==> src/rtl/core/pi_or_two_point_controller_defines.svh <==
// Assertion macros for the percent drive controller.
// Used by files that check their own logic; depends on clk_i and rst_ni in scope.
`ifndef PI_OR_TWO_POINT_CONTROLLER_DEFINES_SVH
`define PI_OR_TWO_POINT_CONTROLLER_DEFINES_SVH

// property must hold at every edge outside reset
`define PITPC_ASSERT_ALWAYS(lbl, prop, msg) \
  lbl: assert property (@(posedge clk_i) disable iff (!rst_ni) (prop)) else $error(msg);

// same-cycle implication
`define PITPC_ASSERT_IMP(lbl, ante, cons, msg) \
  lbl: assert property (@(posedge clk_i) disable iff (!rst_ni) (ante) |-> (cons)) \
    else $error(msg);

// next-cycle implication
`define PITPC_ASSERT_NXT(lbl, ante, cons, msg) \
  lbl: assert property (@(posedge clk_i) disable iff (!rst_ni) (ante) |=> (cons)) \
    else $error(msg);

`endif

==> src/rtl/core/pitpc_pkg.sv <==
// Shared types and constants of the percent drive controller.
// Holds the microcode ROM, opcodes and divider control structs; no dependencies.
package pitpc_pkg;

  localparam int DIV_W  = 48;  // dividend / quotient width of the shared divider
  localparam int DVS_W  = 16;  // divisor width
  localparam int ITER_W = 6;   // iteration count width

  localparam logic [ITER_W-1:0] ITER_KP    = 6'd8;
  localparam logic [ITER_W-1:0] ITER_INTEG = 6'd48;
  localparam logic [ITER_W-1:0] ITER_BACK  = 6'd40;

  localparam logic [1:0] REG_MODE       = 2'd0;
  localparam logic [1:0] REG_BAND       = 2'd1;
  localparam logic [1:0] REG_RESET_TIME = 2'd2;

  localparam logic [14:0] RST_BAND       = 15'd100;
  localparam logic [14:0] RST_RESET_TIME = 15'd60;

  localparam int PC_W = 5;

  typedef enum logic [4:0] {
    OP_LOAD,
    OP_BR_MODE,
    OP_DIV_KP,
    OP_WAIT_KP,
    OP_MUL_EK,
    OP_MUL_ESKP,
    OP_MUL_TK,
    OP_MUL_KT,
    OP_DIV_INTEG,
    OP_WAIT_INTEG,
    OP_SUM,
    OP_BR_CLAMP,
    OP_MUL_BACK,
    OP_DIV_BACK,
    OP_WAIT_BACK,
    OP_PI_DONE,
    OP_TWO_POINT
  } op_e;

  localparam logic [PC_W-1:0] PC_LOAD      = 5'd0;
  localparam logic [PC_W-1:0] PC_BR_MODE   = 5'd1;
  localparam logic [PC_W-1:0] PC_SUM       = 5'd10;
  localparam logic [PC_W-1:0] PC_PI_DONE   = 5'd15;
  localparam logic [PC_W-1:0] PC_TWO_POINT = 5'd16;

  typedef struct packed {
    op_e             op;
    logic [PC_W-1:0] tgt;  // jump target when the op branches
  } uword_t;

  typedef struct packed {
    logic              start;
    logic [ITER_W-1:0] iters;
  } div_ctl_t;

  typedef struct packed {
    logic busy;
    logic done;
  } div_sts_t;

  // Microcode ROM
  function automatic uword_t ucode(input logic [PC_W-1:0] pc);
    uword_t w;
    case (pc)
      5'd0:    w = '{OP_LOAD,       PC_BR_MODE};
      5'd1:    w = '{OP_BR_MODE,    PC_TWO_POINT};
      5'd2:    w = '{OP_DIV_KP,     PC_LOAD};
      5'd3:    w = '{OP_WAIT_KP,    PC_LOAD};
      5'd4:    w = '{OP_MUL_EK,     PC_LOAD};
      5'd5:    w = '{OP_MUL_ESKP,   PC_LOAD};
      5'd6:    w = '{OP_MUL_TK,     PC_LOAD};
      5'd7:    w = '{OP_MUL_KT,     PC_LOAD};
      5'd8:    w = '{OP_DIV_INTEG,  PC_SUM};
      5'd9:    w = '{OP_WAIT_INTEG, PC_LOAD};
      5'd10:   w = '{OP_SUM,        PC_LOAD};
      5'd11:   w = '{OP_BR_CLAMP,   PC_PI_DONE};
      5'd12:   w = '{OP_MUL_BACK,   PC_LOAD};
      5'd13:   w = '{OP_DIV_BACK,   PC_PI_DONE};
      5'd14:   w = '{OP_WAIT_BACK,  PC_LOAD};
      5'd15:   w = '{OP_PI_DONE,    PC_LOAD};
      5'd16:   w = '{OP_TWO_POINT,  PC_LOAD};
      default: w = '{OP_PI_DONE,    PC_LOAD};
    endcase
    return w;
  endfunction

endpackage

==> src/rtl/core/pitpc_div.sv <==
// Shared restoring divider, one quotient bit per cycle, unsigned operands.
// Depends on pitpc_pkg for widths and the control/status structs.
module pitpc_div (
  input  logic                          clk_i,
  input  logic                          rst_ni,
  input  pitpc_pkg::div_ctl_t           ctl_i,
  input  logic [pitpc_pkg::DIV_W-1:0]   dividend_i,
  input  logic [pitpc_pkg::DVS_W-1:0]   divisor_i,
  output pitpc_pkg::div_sts_t           sts_o,
  output logic [pitpc_pkg::DIV_W-1:0]   quotient_o
);

  logic [pitpc_pkg::DIV_W-1:0]  quo_q;
  logic [pitpc_pkg::DVS_W-1:0]  rem_q;
  logic [pitpc_pkg::DVS_W-1:0]  dvs_q;
  logic [pitpc_pkg::ITER_W-1:0] cnt_q;
  logic                         busy_q;
  logic                         done_q;

  logic [pitpc_pkg::ITER_W-1:0] shamt;
  logic [pitpc_pkg::DVS_W:0]    shifted;
  logic [pitpc_pkg::DVS_W:0]    trial;
  logic                         fit;

  // dividend is known to fit in iters bits; park it at the top
  assign shamt   = pitpc_pkg::ITER_W'(pitpc_pkg::DIV_W) - ctl_i.iters;
  assign shifted = {rem_q, quo_q[pitpc_pkg::DIV_W-1]};
  assign trial   = shifted - {1'b0, dvs_q};
  assign fit     = !trial[pitpc_pkg::DVS_W];

  always_ff @(posedge clk_i or negedge rst_ni) begin
    if (!rst_ni) begin
      busy_q <= 1'b0;
      done_q <= 1'b0;
      cnt_q  <= '0;
    end else if (ctl_i.start) begin
      busy_q <= 1'b1;
      done_q <= 1'b0;
      cnt_q  <= ctl_i.iters;
    end else if (busy_q) begin
      cnt_q <= cnt_q - 1'b1;
      if (cnt_q == pitpc_pkg::ITER_W'(1)) begin
        busy_q <= 1'b0;
        done_q <= 1'b1;
      end
    end else begin
      done_q <= 1'b0;
    end
  end

  always_ff @(posedge clk_i) begin
    if (ctl_i.start) begin
      quo_q <= dividend_i << shamt;
      rem_q <= '0;
      dvs_q <= divisor_i;
    end else if (busy_q) begin
      quo_q <= {quo_q[pitpc_pkg::DIV_W-2:0], fit};
      rem_q <= fit ? trial[pitpc_pkg::DVS_W-1:0] : shifted[pitpc_pkg::DVS_W-1:0];
    end
  end

  assign sts_o      = '{busy: busy_q, done: done_q};
  assign quotient_o = quo_q;

endmodule

==> src/rtl/core/pi_or_two_point_controller.sv <==
// Percent drive controller: PI law with anti-windup or two-point law.
// Microcoded sequencer over a small datapath; uses pitpc_pkg, pitpc_div and the defines header.
//
//  channel   | dir | payload                                   | transaction
//  s_axis    | in  | tdata: setpoint, actual, interval         | tvalid & tready
//  m_axis    | out | tdata: drive; tuser: hold                 | tvalid & tready
//  cfg       | in  | cfg_idx_i, cfg_data_i (mode/band/reset_t) | cfg_we_i
//
// A PI transaction waits on the shared divider, one quotient bit per cycle (8 bits for the
// gain, 48 for the integral term, 40 for back-calc when the drive clamps at 100 and the sum
// is back-computed).
// Reset returns to the input wait step with an empty output register and cleared state.
// A stalled output register holds the finish step; a new input is taken once the
// previous result is loaded, even while it still waits on m_axis_tready.
`include "pi_or_two_point_controller_defines.svh"

module pi_or_two_point_controller (
  input  logic        clk_i,
  input  logic        rst_ni,
  input  logic        s_axis_tvalid,
  output logic        s_axis_tready,
  input  logic [39:0] s_axis_tdata,   // [15:0] setpoint, [31:16] actual, [39:32] interval
  output logic        m_axis_tvalid,
  input  logic        m_axis_tready,
  output logic [7:0]  m_axis_tdata,   // [6:0] drive, [7] zero
  output logic        m_axis_tuser,   // [0] hold
  input  logic        cfg_we_i,
  input  logic [1:0]  cfg_idx_i,
  input  logic [14:0] cfg_data_i
);

  // configuration
  logic        mode_q;
  logic [14:0] band_q;
  logic [14:0] rt_q;

  // sequencer
  logic [pitpc_pkg::PC_W-1:0] pc_q, pc_d;
  pitpc_pkg::uword_t          uw;

  // state
  logic signed [31:0] es_q;
  logic [6:0]         last_drive_q;

  // datapath
  logic signed [15:0] sp_q;
  logic signed [15:0] act_q;
  logic [7:0]         tk_q;
  logic signed [16:0] e_q;
  logic [7:0]         kp_q;
  logic signed [25:0] ek_q;
  logic signed [47:0] t_q;
  logic [15:0]        kt_q;
  logic signed [47:0] integ_q;
  logic signed [48:0] d_q;
  logic               neg_q;

  // output register
  logic               out_valid_q;
  logic [6:0]         out_drive_q;
  logic               out_hold_q;

  logic in_acc, out_free, finish;

  // divider
  pitpc_pkg::div_ctl_t            div_ctl;
  pitpc_pkg::div_sts_t            div_sts;
  logic [pitpc_pkg::DIV_W-1:0]    div_dividend;
  logic [pitpc_pkg::DVS_W-1:0]    div_divisor;
  logic [pitpc_pkg::DIV_W-1:0]    quo;
  logic [pitpc_pkg::DIV_W-1:0]    t_abs;

  // arithmetic
  logic signed [16:0] e_w;
  logic signed [32:0] es_sum;
  logic signed [31:0] es_sat;
  logic signed [8:0]  kp9;
  logic signed [8:0]  tk9;
  logic signed [25:0] mul_ek;
  logic signed [40:0] mul_eskp;
  logic signed [56:0] mul_tk;
  logic [15:0]        mul_kt;
  logic signed [26:0] x_w;
  logic signed [15:0] rt16;
  logic signed [42:0] mul_back;
  logic signed [48:0] sum_d;
  logic signed [31:0] back_sat;
  logic [14:0]        band_nz;
  logic               rt_zero, kt_zero, d_over;
  logic [6:0]         pi_drive;
  logic               pi_clear;
  logic signed [16:0] sp17, act17, half17, lo17, hi17;
  logic [6:0]         tp_drive;
  logic               tp_hold;

  assign uw = pitpc_pkg::ucode(pc_q);

  assign s_axis_tready = (uw.op == pitpc_pkg::OP_LOAD);
  assign in_acc        = s_axis_tvalid && s_axis_tready;
  assign out_free      = !out_valid_q || m_axis_tready;
  assign finish        = ((uw.op == pitpc_pkg::OP_PI_DONE) ||
                          (uw.op == pitpc_pkg::OP_TWO_POINT)) && out_free;

  assign rt_zero = (rt_q == 15'd0);
  assign kt_zero = (kt_q == 16'd0);
  assign d_over  = (d_q > 49'sd100);
  assign band_nz = (band_q == 15'd0) ? 15'd1 : band_q;

  assign e_w    = {sp_q[15], sp_q} - {act_q[15], act_q};
  assign es_sum = {es_q[31], es_q} + {{16{e_w[16]}}, e_w};
  assign es_sat = (es_sum[32] != es_sum[31]) ?
                  (es_sum[32] ? 32'sh8000_0000 : 32'sh7FFF_FFFF) : es_sum[31:0];

  assign kp9      = {1'b0, kp_q};
  assign tk9      = {1'b0, tk_q};
  assign rt16     = {1'b0, rt_q};
  assign mul_ek   = e_q * kp9;
  assign mul_eskp = es_q * kp9;
  assign mul_tk   = t_q * tk9;
  assign mul_kt   = kp_q * tk_q;
  assign x_w      = $signed({20'd0, last_drive_q}) - {ek_q[25], ek_q};
  assign mul_back = x_w * rt16;
  assign sum_d    = {{23{ek_q[25]}}, ek_q} + {integ_q[47], integ_q};

  assign t_abs = t_q[47] ? 48'(-t_q) : t_q;

  // back-computed sum, truncated toward zero, saturated to 32 bits
  always_comb begin
    if (!neg_q) begin
      back_sat = (quo > 48'h0000_7FFF_FFFF) ? 32'sh7FFF_FFFF : quo[31:0];
    end else begin
      back_sat = (quo > 48'h0000_8000_0000) ? 32'sh8000_0000 : -$signed(quo[31:0]);
    end
  end

  assign pi_clear = d_q[48] || es_q[31];
  assign pi_drive = d_q[48] ? 7'd0 : d_q[6:0];

  // two-point comparison
  assign sp17   = {sp_q[15], sp_q};
  assign act17  = {act_q[15], act_q};
  assign half17 = {3'b000, band_q[14:1]};
  assign lo17   = sp17 - half17;
  assign hi17   = sp17 + half17;
  always_comb begin
    tp_drive = 7'd0;
    tp_hold  = 1'b0;
    if (act17 < lo17) begin
      tp_drive = 7'd0;
    end else if (act17 > hi17) begin
      tp_drive = 7'd100;
    end else begin
      tp_hold = 1'b1;
    end
  end

  // divider requests
  always_comb begin
    div_ctl      = '{start: 1'b0, iters: pitpc_pkg::ITER_KP};
    div_dividend = 48'd200;
    div_divisor  = {1'b0, band_nz};
    case (uw.op)
      pitpc_pkg::OP_DIV_KP: begin
        div_ctl.start = 1'b1;
      end
      pitpc_pkg::OP_DIV_INTEG: begin
        div_ctl      = '{start: !rt_zero, iters: pitpc_pkg::ITER_INTEG};
        div_dividend = t_abs;
        div_divisor  = {1'b0, rt_q};
      end
      pitpc_pkg::OP_DIV_BACK: begin
        div_ctl      = '{start: !kt_zero, iters: pitpc_pkg::ITER_BACK};
        div_dividend = t_abs;
        div_divisor  = kt_q;
      end
      default: begin
      end
    endcase
  end

  pitpc_div u_div (
    .clk_i      (clk_i),
    .rst_ni     (rst_ni),
    .ctl_i      (div_ctl),
    .dividend_i (div_dividend),
    .divisor_i  (div_divisor),
    .sts_o      (div_sts),
    .quotient_o (quo)
  );

  // step counter with conditional jumps
  always_comb begin
    case (uw.op)
      pitpc_pkg::OP_LOAD:       pc_d = in_acc ? uw.tgt : pc_q;
      pitpc_pkg::OP_BR_MODE:    pc_d = mode_q ? uw.tgt : pc_q + 1'b1;
      pitpc_pkg::OP_WAIT_KP,
      pitpc_pkg::OP_WAIT_INTEG,
      pitpc_pkg::OP_WAIT_BACK:  pc_d = div_sts.done ? pc_q + 1'b1 : pc_q;
      pitpc_pkg::OP_DIV_INTEG:  pc_d = rt_zero ? uw.tgt : pc_q + 1'b1;
      pitpc_pkg::OP_BR_CLAMP:   pc_d = d_over ? pc_q + 1'b1 : uw.tgt;
      pitpc_pkg::OP_DIV_BACK:   pc_d = kt_zero ? uw.tgt : pc_q + 1'b1;
      pitpc_pkg::OP_PI_DONE,
      pitpc_pkg::OP_TWO_POINT:  pc_d = out_free ? uw.tgt : pc_q;
      default:                  pc_d = pc_q + 1'b1;
    endcase
  end

  always_ff @(posedge clk_i or negedge rst_ni) begin
    if (!rst_ni) begin
      pc_q         <= pitpc_pkg::PC_LOAD;
      mode_q       <= 1'b0;
      band_q       <= pitpc_pkg::RST_BAND;
      rt_q         <= pitpc_pkg::RST_RESET_TIME;
      es_q         <= '0;
      last_drive_q <= '0;
      out_valid_q  <= 1'b0;
    end else begin
      pc_q <= pc_d;
      if (cfg_we_i) begin
        case (cfg_idx_i)
          pitpc_pkg::REG_MODE:       mode_q <= cfg_data_i[0];
          pitpc_pkg::REG_BAND:       band_q <= cfg_data_i;
          pitpc_pkg::REG_RESET_TIME: rt_q   <= cfg_data_i;
          default: begin
          end
        endcase
      end
      case (uw.op)
        pitpc_pkg::OP_BR_MODE: begin
          if (!mode_q) es_q <= es_sat;
        end
        pitpc_pkg::OP_DIV_BACK: begin
          if (kt_zero) es_q <= '0;
        end
        pitpc_pkg::OP_WAIT_BACK: begin
          if (div_sts.done) es_q <= back_sat;
        end
        pitpc_pkg::OP_PI_DONE: begin
          if (out_free) begin
            if (pi_clear) es_q <= '0;
            last_drive_q <= pi_drive;
          end
        end
        default: begin
        end
      endcase
      if (finish) begin
        out_valid_q <= 1'b1;
      end else if (m_axis_tready) begin
        out_valid_q <= 1'b0;
      end
    end
  end

  always_ff @(posedge clk_i) begin
    case (uw.op)
      pitpc_pkg::OP_LOAD: begin
        if (in_acc) begin
          sp_q  <= s_axis_tdata[15:0];
          act_q <= s_axis_tdata[31:16];
          tk_q  <= s_axis_tdata[39:32];
        end
      end
      pitpc_pkg::OP_BR_MODE:   e_q  <= e_w;
      pitpc_pkg::OP_WAIT_KP:   kp_q <= quo[7:0];
      pitpc_pkg::OP_MUL_EK:    ek_q <= mul_ek;
      pitpc_pkg::OP_MUL_ESKP:  t_q  <= {{7{mul_eskp[40]}}, mul_eskp};
      pitpc_pkg::OP_MUL_TK:    t_q  <= mul_tk[47:0];
      pitpc_pkg::OP_MUL_KT:    kt_q <= mul_kt;
      pitpc_pkg::OP_DIV_INTEG: begin
        neg_q <= t_q[47];
        if (rt_zero) integ_q <= '0;
      end
      pitpc_pkg::OP_WAIT_INTEG: begin
        integ_q <= neg_q ? -$signed(quo) : $signed(quo);
      end
      pitpc_pkg::OP_SUM:       d_q <= sum_d;
      pitpc_pkg::OP_MUL_BACK:  t_q <= {{5{mul_back[42]}}, mul_back};
      pitpc_pkg::OP_DIV_BACK: begin
        neg_q <= t_q[47];
        d_q   <= 49'sd100;
      end
      pitpc_pkg::OP_PI_DONE: begin
        if (out_free) begin
          out_drive_q <= pi_drive;
          out_hold_q  <= 1'b0;
        end
      end
      pitpc_pkg::OP_TWO_POINT: begin
        if (out_free) begin
          out_drive_q <= tp_drive;
          out_hold_q  <= tp_hold;
        end
      end
      default: begin
      end
    endcase
  end

  assign m_axis_tvalid = out_valid_q;
  assign m_axis_tdata  = {1'b0, out_drive_q};
  assign m_axis_tuser  = out_hold_q;

  `PITPC_ASSERT_ALWAYS(a_last_drive_range, last_drive_q <= 7'd100, "stored drive above 100")
  `PITPC_ASSERT_IMP(a_hold_zero_drive, m_axis_tvalid && m_axis_tuser, m_axis_tdata[6:0] == 7'd0, "hold with nonzero drive")
  `PITPC_ASSERT_NXT(a_one_at_a_time, in_acc, !s_axis_tready, "input taken while busy")
  `PITPC_ASSERT_IMP(a_div_done_waited, div_sts.done, (uw.op == pitpc_pkg::OP_WAIT_KP) || (uw.op == pitpc_pkg::OP_WAIT_INTEG) || (uw.op == pitpc_pkg::OP_WAIT_BACK), "divider result not consumed")

endmodule
==> config.mk <==
export PLATFORM = sky130hd
export DESIGN_NAME = pi_or_two_point_controller
export DESIGN_NICKNAME = d
export VERILOG_FILES = /design/src/rtl/core/pitpc_pkg.sv /design/src/rtl/core/pitpc_div.sv /design/src/rtl/core/pi_or_two_point_controller.sv
export VERILOG_INCLUDE_DIRS = /design/src /design/src/rtl/core
export SDC_FILE = /design/constraint.sdc
export NUM_CORES = 2
export LEC_CHECK = 0
export ABC_AREA = 1
export BUFFER_PORTS_ARGS = -buffer_cell sky130_fd_sc_hd__buf_4
export CAP_MARGIN = 0
export CORE_UTILIZATION = 67
export CTS_BUF_LIST = sky130_fd_sc_hd__clkbuf_16
export DETAILED_ROUTE_END_ITERATION = 8
export HOLD_SLACK_MARGIN = 0.15
export PLACE_DENSITY = 0.88
export SYNTH_ARGS = -nofsm -noshare
export SYNTH_HDL_FRONTEND = slang
export SYNTH_SLANG_ARGS = --single-unit
==> constraint.sdc <==
create_clock -name clk_i -period 8.33 [get_ports clk_i]
set_input_delay 0.4165 -clock clk_i [delete_from_list [all_inputs] [get_ports clk_i]]
set_output_delay 0.4165 -clock clk_i [all_outputs]
set_load 0.05 [all_outputs]
## Word-level counts from Yosys, hierarchy flattened

Memory sizes are Yosys's and may differ from the RTL's.
Index checks and enable logic that the tools add are counted.

- Reduce and logical (&&, ||, !) cells: 33
- Add/subtract/negate cells: 13
- Bitwise gates (word level): 0
- Eq/ne operators: 31
- Divide/modulo/power cells: 0
- Shifts and indexed selects: 1
- Multiply operators: 5
- $lt $le $gt $ge: 5
- Mux-type cells: 54

Operators with widths:

| cell | count |
|---|---|
| 2-to-1 mux 32 bit | 10 |
| 2-to-1 mux 48 bit | 6 |
| one-hot mux 48 bit (3 select lines) | 1 |
| one-hot mux 32 bit (4 select lines) | 1 |
| one-hot mux 49 bit (2 select lines) | 1 |
| negator 48 bit | 2 |
| one-hot mux 48 bit (2 select lines) | 1 |
| adder 26 x 48 -> 49 bit | 1 |
| > comparator 49 x 8 -> 1 bit (second input constant) | 1 |
| > comparator 48 x 31 -> 1 bit (second input constant) | 1 |
| > comparator 48 x 32 -> 1 bit (second input constant) | 1 |
| multiplier 48 x 9 -> 48 bit | 1 |
| left shift 48 x 6 -> 48 bit | 1 |
| multiplier 27 x 16 -> 43 bit | 1 |
| multiplier 32 x 9 -> 41 bit | 1 |
| == test 5 x 4 -> 1 bit (second input constant) | 8 |
| 2-to-1 mux 5 bit | 7 |
| 2-to-1 mux 7 bit | 5 |
| one-hot mux 5 bit (7 select lines) | 1 |
| adder 32 x 17 -> 33 bit | 1 |
| negator 32 bit | 1 |
| one-hot mux 16 bit (2 select lines) | 1 |
| logical NOT 15 bit | 2 |
| subtractor 8 x 26 -> 27 bit | 1 |
| other kinds (44) | 85 |

- Logic and storage cells: 169
- Memories kept: 1
- Bits in writable memories: 0
- Input port bits: 62
- Output and inout port bits: 11
- Bits in registers: 425
- Bits in read-only memories: 320
- Latch bits: 0

Memory list:

| name | depth | bits a word | read ports | clocked after memory_dff | wr ports | RTL line | RTL |
|---|---|---|---|---|---|---|---|
| (no name shown) | 32 | 10 | 1 | 0 | 0 | pitpc_pkg.sv:66 | `case (pc)` |

## Depth between registers and ports, before layout

- Depth in word-level cells: 6
- Gate-level depth with buffers: 44

## Hierarchy

Synthesis repeated with hierarchy kept, for this count alone.

- Cell total of the unflattened synthesis: 11,164
- Area, all modules: 78,599.1 um2

Modules (own cells, without submodules):

| module | sequential area each (um2) | cells an instance | times used | area an instance (um2) |
|---|---|---|---|---|
| pi_or_two_point_controller | 9,748.1 | 10,008 | 1 | 71,192.0 |
| pitpc_div | 2,442.3 | 1,156 | 1 | 7,407.1 |

## Worst setup path before layout

Ideal clock, no wire load.

- Path type: reg-to-reg
- Start: register last_drive_q[0]
- End: register t_q[37] (data pin)
- Stages on the path, launching flop included: 38
- Arrival: 7.095 ns
- Data required time: 8.071 ns
- Path buffers: 1
- Slack: 0.976 ns
- Cells stage by stage: dfrtp_1 inv_1 ha_1 inv_1 fa_1 nand3_1 nand2_1 nand2_1 nand2_1 nand2_1 nand2_2 nand3_1 nand2_1 nand2_1 nor2_2 nand2_1 nand2_1 buf_4 [... 2 more ...] inv_1 fa_1 inv_1 fa_1 fa_1 fa_1 inv_1 fa_1 inv_1 ha_1 a21o_1 a31oi_1 o21ai_0 a21oi_1 nand3_1 or2_2 nand3_1 nand3_1

- Longest elaborated chain between the ends: 3

RTL lines:

| item | RTL line | RTL |
|---|---|---|
| start, declared | pi_or_two_point_controller.sv:43 | `logic [6:0] last_drive_q;` |
| start signal, assigned | pi_or_two_point_controller.sv:241 | `last_drive_q <= pi_drive;` |
| subtractor 8 x 26 -> 27 bit | pi_or_two_point_controller.sv:121 | `assign x_w = $signed({20'd0, last_drive_q}) - {ek_q[25], ek_q};` |
| multiplier 27 x 16 -> 43 bit | pi_or_two_point_controller.sv:122 | `assign mul_back = x_w * rt16;` |
| one-hot mux 48 bit (3 select lines) | pi_or_two_point_controller.sv:256 | `case (uw.op)` |
| end signal, assigned | pi_or_two_point_controller.sv:267 | `pitpc_pkg::OP_MUL_ESKP: t_q <= {{7{mul_eskp[40]}}, mul_eskp};` |
| end signal, assigned | pi_or_two_point_controller.sv:268 | `pitpc_pkg::OP_MUL_TK: t_q <= mul_tk[47:0];` |
| end signal, assigned | pi_or_two_point_controller.sv:278 | `pitpc_pkg::OP_MUL_BACK: t_q <= {{5{mul_back[42]}}, mul_back};` |
| end, declared | pi_or_two_point_controller.sv:52 | `logic signed [47:0] t_q;` |

Every way passes these cells.
A chain may end at the register's enable or synchronous reset.

## Worst setup path after layout

- Start: register ek_q[2]
- End: register t_q[21] (data pin)

- Longest elaborated chain between the ends: 3

RTL lines:

| item | RTL line | RTL |
|---|---|---|
| start, declared | pi_or_two_point_controller.sv:51 | `logic signed [25:0] ek_q;` |
| start signal, assigned | pi_or_two_point_controller.sv:266 | `pitpc_pkg::OP_MUL_EK: ek_q <= mul_ek;` |
| subtractor 8 x 26 -> 27 bit | pi_or_two_point_controller.sv:121 |  |
| multiplier 27 x 16 -> 43 bit | pi_or_two_point_controller.sv:122 |  |
| one-hot mux 48 bit (3 select lines) | pi_or_two_point_controller.sv:256 |  |

Every way passes these cells.

==> metrics.md <==
| Metric | Value |
|---|---|
| Post-synthesis net count | `12.1k` |
| Largest family of logic cells by synthesized area | `adder cells` |
| Synth-to-Final Area Change | `6.36%` |
| Layout cells sized above 1 | `4.67%` |
| Port Buffers | `71` |
| Clk slew on worst S/H paths | `0.06 ns` |
| Slowest-stage cell, CP | `fa_1` |
| Most frequent CP cell | `inv_1` |
| Core area | `0.112 mm2` |
| Via count | `72.9k` |
| Area contributors post-synth | `fa_1, edfxtp_1, inv_1` |
| Initial DRC Count | `9,064` |
| Main synth FF type | `edfxtp_1` |
| Setup TNS | `0 ns` |
| Synth Area in XOR/XNOR | `2.10%` |
| Yosys cell types | `69` |
| Setup-failing EPs final | `0` |
| CP Max Fanout | `8` |
| Largest net degree at the start of global routing | `72` |
| Post-synth EDFFs | `325` |
| Antenna-violating nets left | `0` |
| Initial Util | `67.5%` |
| Max Slew Vio Count | `0` |
| Post-Synth Simple-Gate Area | `22.8%` |
| DR vias/cell | `6.04` |
| GP Congestion | `1.04` |
| Syn Inst Count | `10.5k` |
| Post-layout net count | `12.1k` |
| Yosys reg bits | `425` |
| Cell Rows | `123` |
| Slew margin rel. | `9.82%` |
| IO Pins | `73` |
| Synth Area per Inst | `7.21 um2` |
| Detailed placement HPWL | `211,000 um` |
| Die area | `0.115 mm2` |
| Cell Area, Synth | `0.0759 mm2` |
| Num CTS Buffers | `51` |
| First-pass GRT wire length | `416,000 um` |
| Root buf cell | `clkbuf_16` |
| CTS tree | `done` |
| Mux cell area share after synthesis | `0%` |
| Vias in the first global route | `74.5k` |
| Synth Area in Adders | `35.3%` |
| DR pass1 iterations | `8` |
| Final routed DRC violation total | `0` |
| Wirelength, routed | `267,000 um` |
| Crit path time final | `8.07 ns` |
| Avg WL per Cell | `22.1 um` |
| Chip height | `339 um` |
| Final Hold Viols | `0` |
| Outcome | `finished clean` |
| Worst-margin pin slew | `1.35 ns` |
| Async SR Flop Fraction | `19.8%` |
| Total track usage | `47.0%` |
| Sequential fraction of the synthesis area | `16.1%` |
| Crit-path max cell delay | `0.59 ns` |
| Arr. time, crit path | `8.48 ns` |
| CP endpoint kind | `flop` |
| WS Path Type | `flop to flop` |
| Die W | `339 um` |
| CP Launch Type | `flop` |
| Global route overflow | `0` |
| Hold WC Path Type | `input port to flop` |
| Dominant cell type by area after synthesis | `fa_1` |
| Worst Clk Skew | `0.0353 ns` |
| CTS Sinks | `425` |
| FMAX | `124 MHz` |
| Worst skew pair latency | `0.67 ns` |
| Critical path data required time | `8.74 ns` |
| Final worst path period share | `96.9%` |
| Synth warn | `0` |
| Share of the synthesized area in the top cell type | `26.1%` |
| H-tree levels | `2` |
| Max Buffers Root-to-Sink | `3` |
| Synth Area in Compound Gates | `9.41%` |
| Max-Cap Viols | `0` |
| Initial antenna violation count | `5` |
## logic make-up after synthesis
kind of cell | Yosys count
adders and majority gates | 1549
xor gates and xnor gates | 182
DFF | 425
AOI/OAI and AO/OA | 1302
other | 1
buffers and inverters | 2846
and+or+nand+nor | 4213
## flip-flops by register name, indices dropped and copies added, names as in the netlist, 5 cells and up
name	flops
u_div.quotient_o	48
out_drive_q	7
ek_q	26
e_q	17
integ_q	48
band_q	15
sp_q	16
act_q	16
pc_q	5
kp_q	8
t_q	48
rt_q	15
u_div.dvs_q	16
last_drive_q	7
d_q	49
u_div.rem_q	16
tk_q	8
kt_q	16
es_q	32
u_div.cnt_q	6
## worst max-delay path: cells and delay by family (launching register included)
| family | cells | cell delay [ns] |
|---|---|---|
| DFF | 1 | 0.36 |
| buffers and inverters | 8 | 0.82 |
| adders and majority gates | 8 | 3.92 |
| and+or+nand+nor | 6 | 1.01 |
| AOI/OAI and AO/OA | 8 | 1.72 |
## synthesized netlist by cell type (all sizes together) (77+ instances only)
cell type and n:
a21oi 582, buf 93, clkbuf 262, dfrtp 77, edfxtp 325, fa 990
ha 559, inv 2476, nand2 2438, nand3 527, nand4 103, nor2 953
nor3 83, o21ai 475, xor2 129
## path summary, 6_finish.rpt
kind / startpoint / end / slack [ns] / cells after the start
worst min register to register: u_div.quotient_o[0]$_DFFE_PP_ / kp_q[0]$_DFFE_PN_ / 0.46 / 0
max in group asynchronous: rst_ni / pc_q[2]$_DFFE_PN0P_ / 6.82 / 3
worst max register to register: ek_q[2]$_DFFE_PN_ / t_q[21]$_DFFE_PP_ / 0.26 / 30
worst max-delay path: ek_q[2]$_DFFE_PN_ / t_q[21]$_DFFE_PP_ / 0.26 / 30
min in group asynchronous: rst_ni / band_q[10]$_DFFE_PN0P_ / 0.26 / 2
worst min-delay path: m_axis_tready / m_axis_tvalid$_DFFE_PN0P_ / 0.21 / 4
## through the flow
| step | cells | setup slack (ns) | util [%] | area, um2 | hold WS, ns |
|---|---|---|---|---|---|
| final | 12100 | 0.260 | 71.8 | 80700 | 0.209 |
| after global routing | 12100 | -0.0387 | 71.8 | 80700 | 0.220 |
| after CTS | 12000 | 0.0178 | 71.6 | 80400 | 0.190 |
| after detailed placement | 11900 | 0.0131 | 69.5 | 78100 | 0.384 |
| after global placement | 11900 | 0.279 | 69.5 | 78100 | 0.379 |
| after floorplan | 10500 | 0.976 | - | 75900 | 0.121 |
## timing repair
item	CTS	global route
hold buffers	58	0
endpoints found under the setup margin	0	32
hold endpoints to repair	99	0
resized for setup	0	65
setup buffers	0	6
## cells in the final DEF, fill, tap and decap left out, types with 36 or more instances in the layout
cell,count
nor3_1,80
xor2_1,129
xnor2_1,53
nand2_1,2406
a21oi_1,575
dlygate4sd3_1,58
dfrtp_1,77
o21bai_1,47
nand4_1,101
buf_4,232
fa_1,987
nand3_1,521
clkbuf_16,53
nor2_1,926
edfxtp_1,325
or2_2,36
ha_1,555
inv_1,2453
o21ai_0,432
## metal layers
layer	wire length (um)	vias up	share of wire [%]	global-route usage (%)
li1	-	32200	-	-
met1	94400	34300	35	58.2
met2	116000	5080	44	72.6
met3	33300	1356	12	11.4
met4	23000	4	8.6	33.1
met5	34	-	0.013	0
## area by class of cell
type | count | area (um2)
Clock inverter | 43 | 454
Timing Repair Buffer | 294 | 2370
Clock buffer | 53 | 1330
Tap cell | 1500 | 1880
Multi-Input combinational cell | 7248 | 53100
Fill cell | 8791 | 31600
Inverter | 2491 | 9370
Antenna cell | 6 | 15.0
Timing Repair inverter | 1 | 5.00
Sequential cell | 425 | 12200
Power is left out: the tool's default activity adds up to more than one toggle a clock period on the data nets, which glitch-free logic cannot reach.
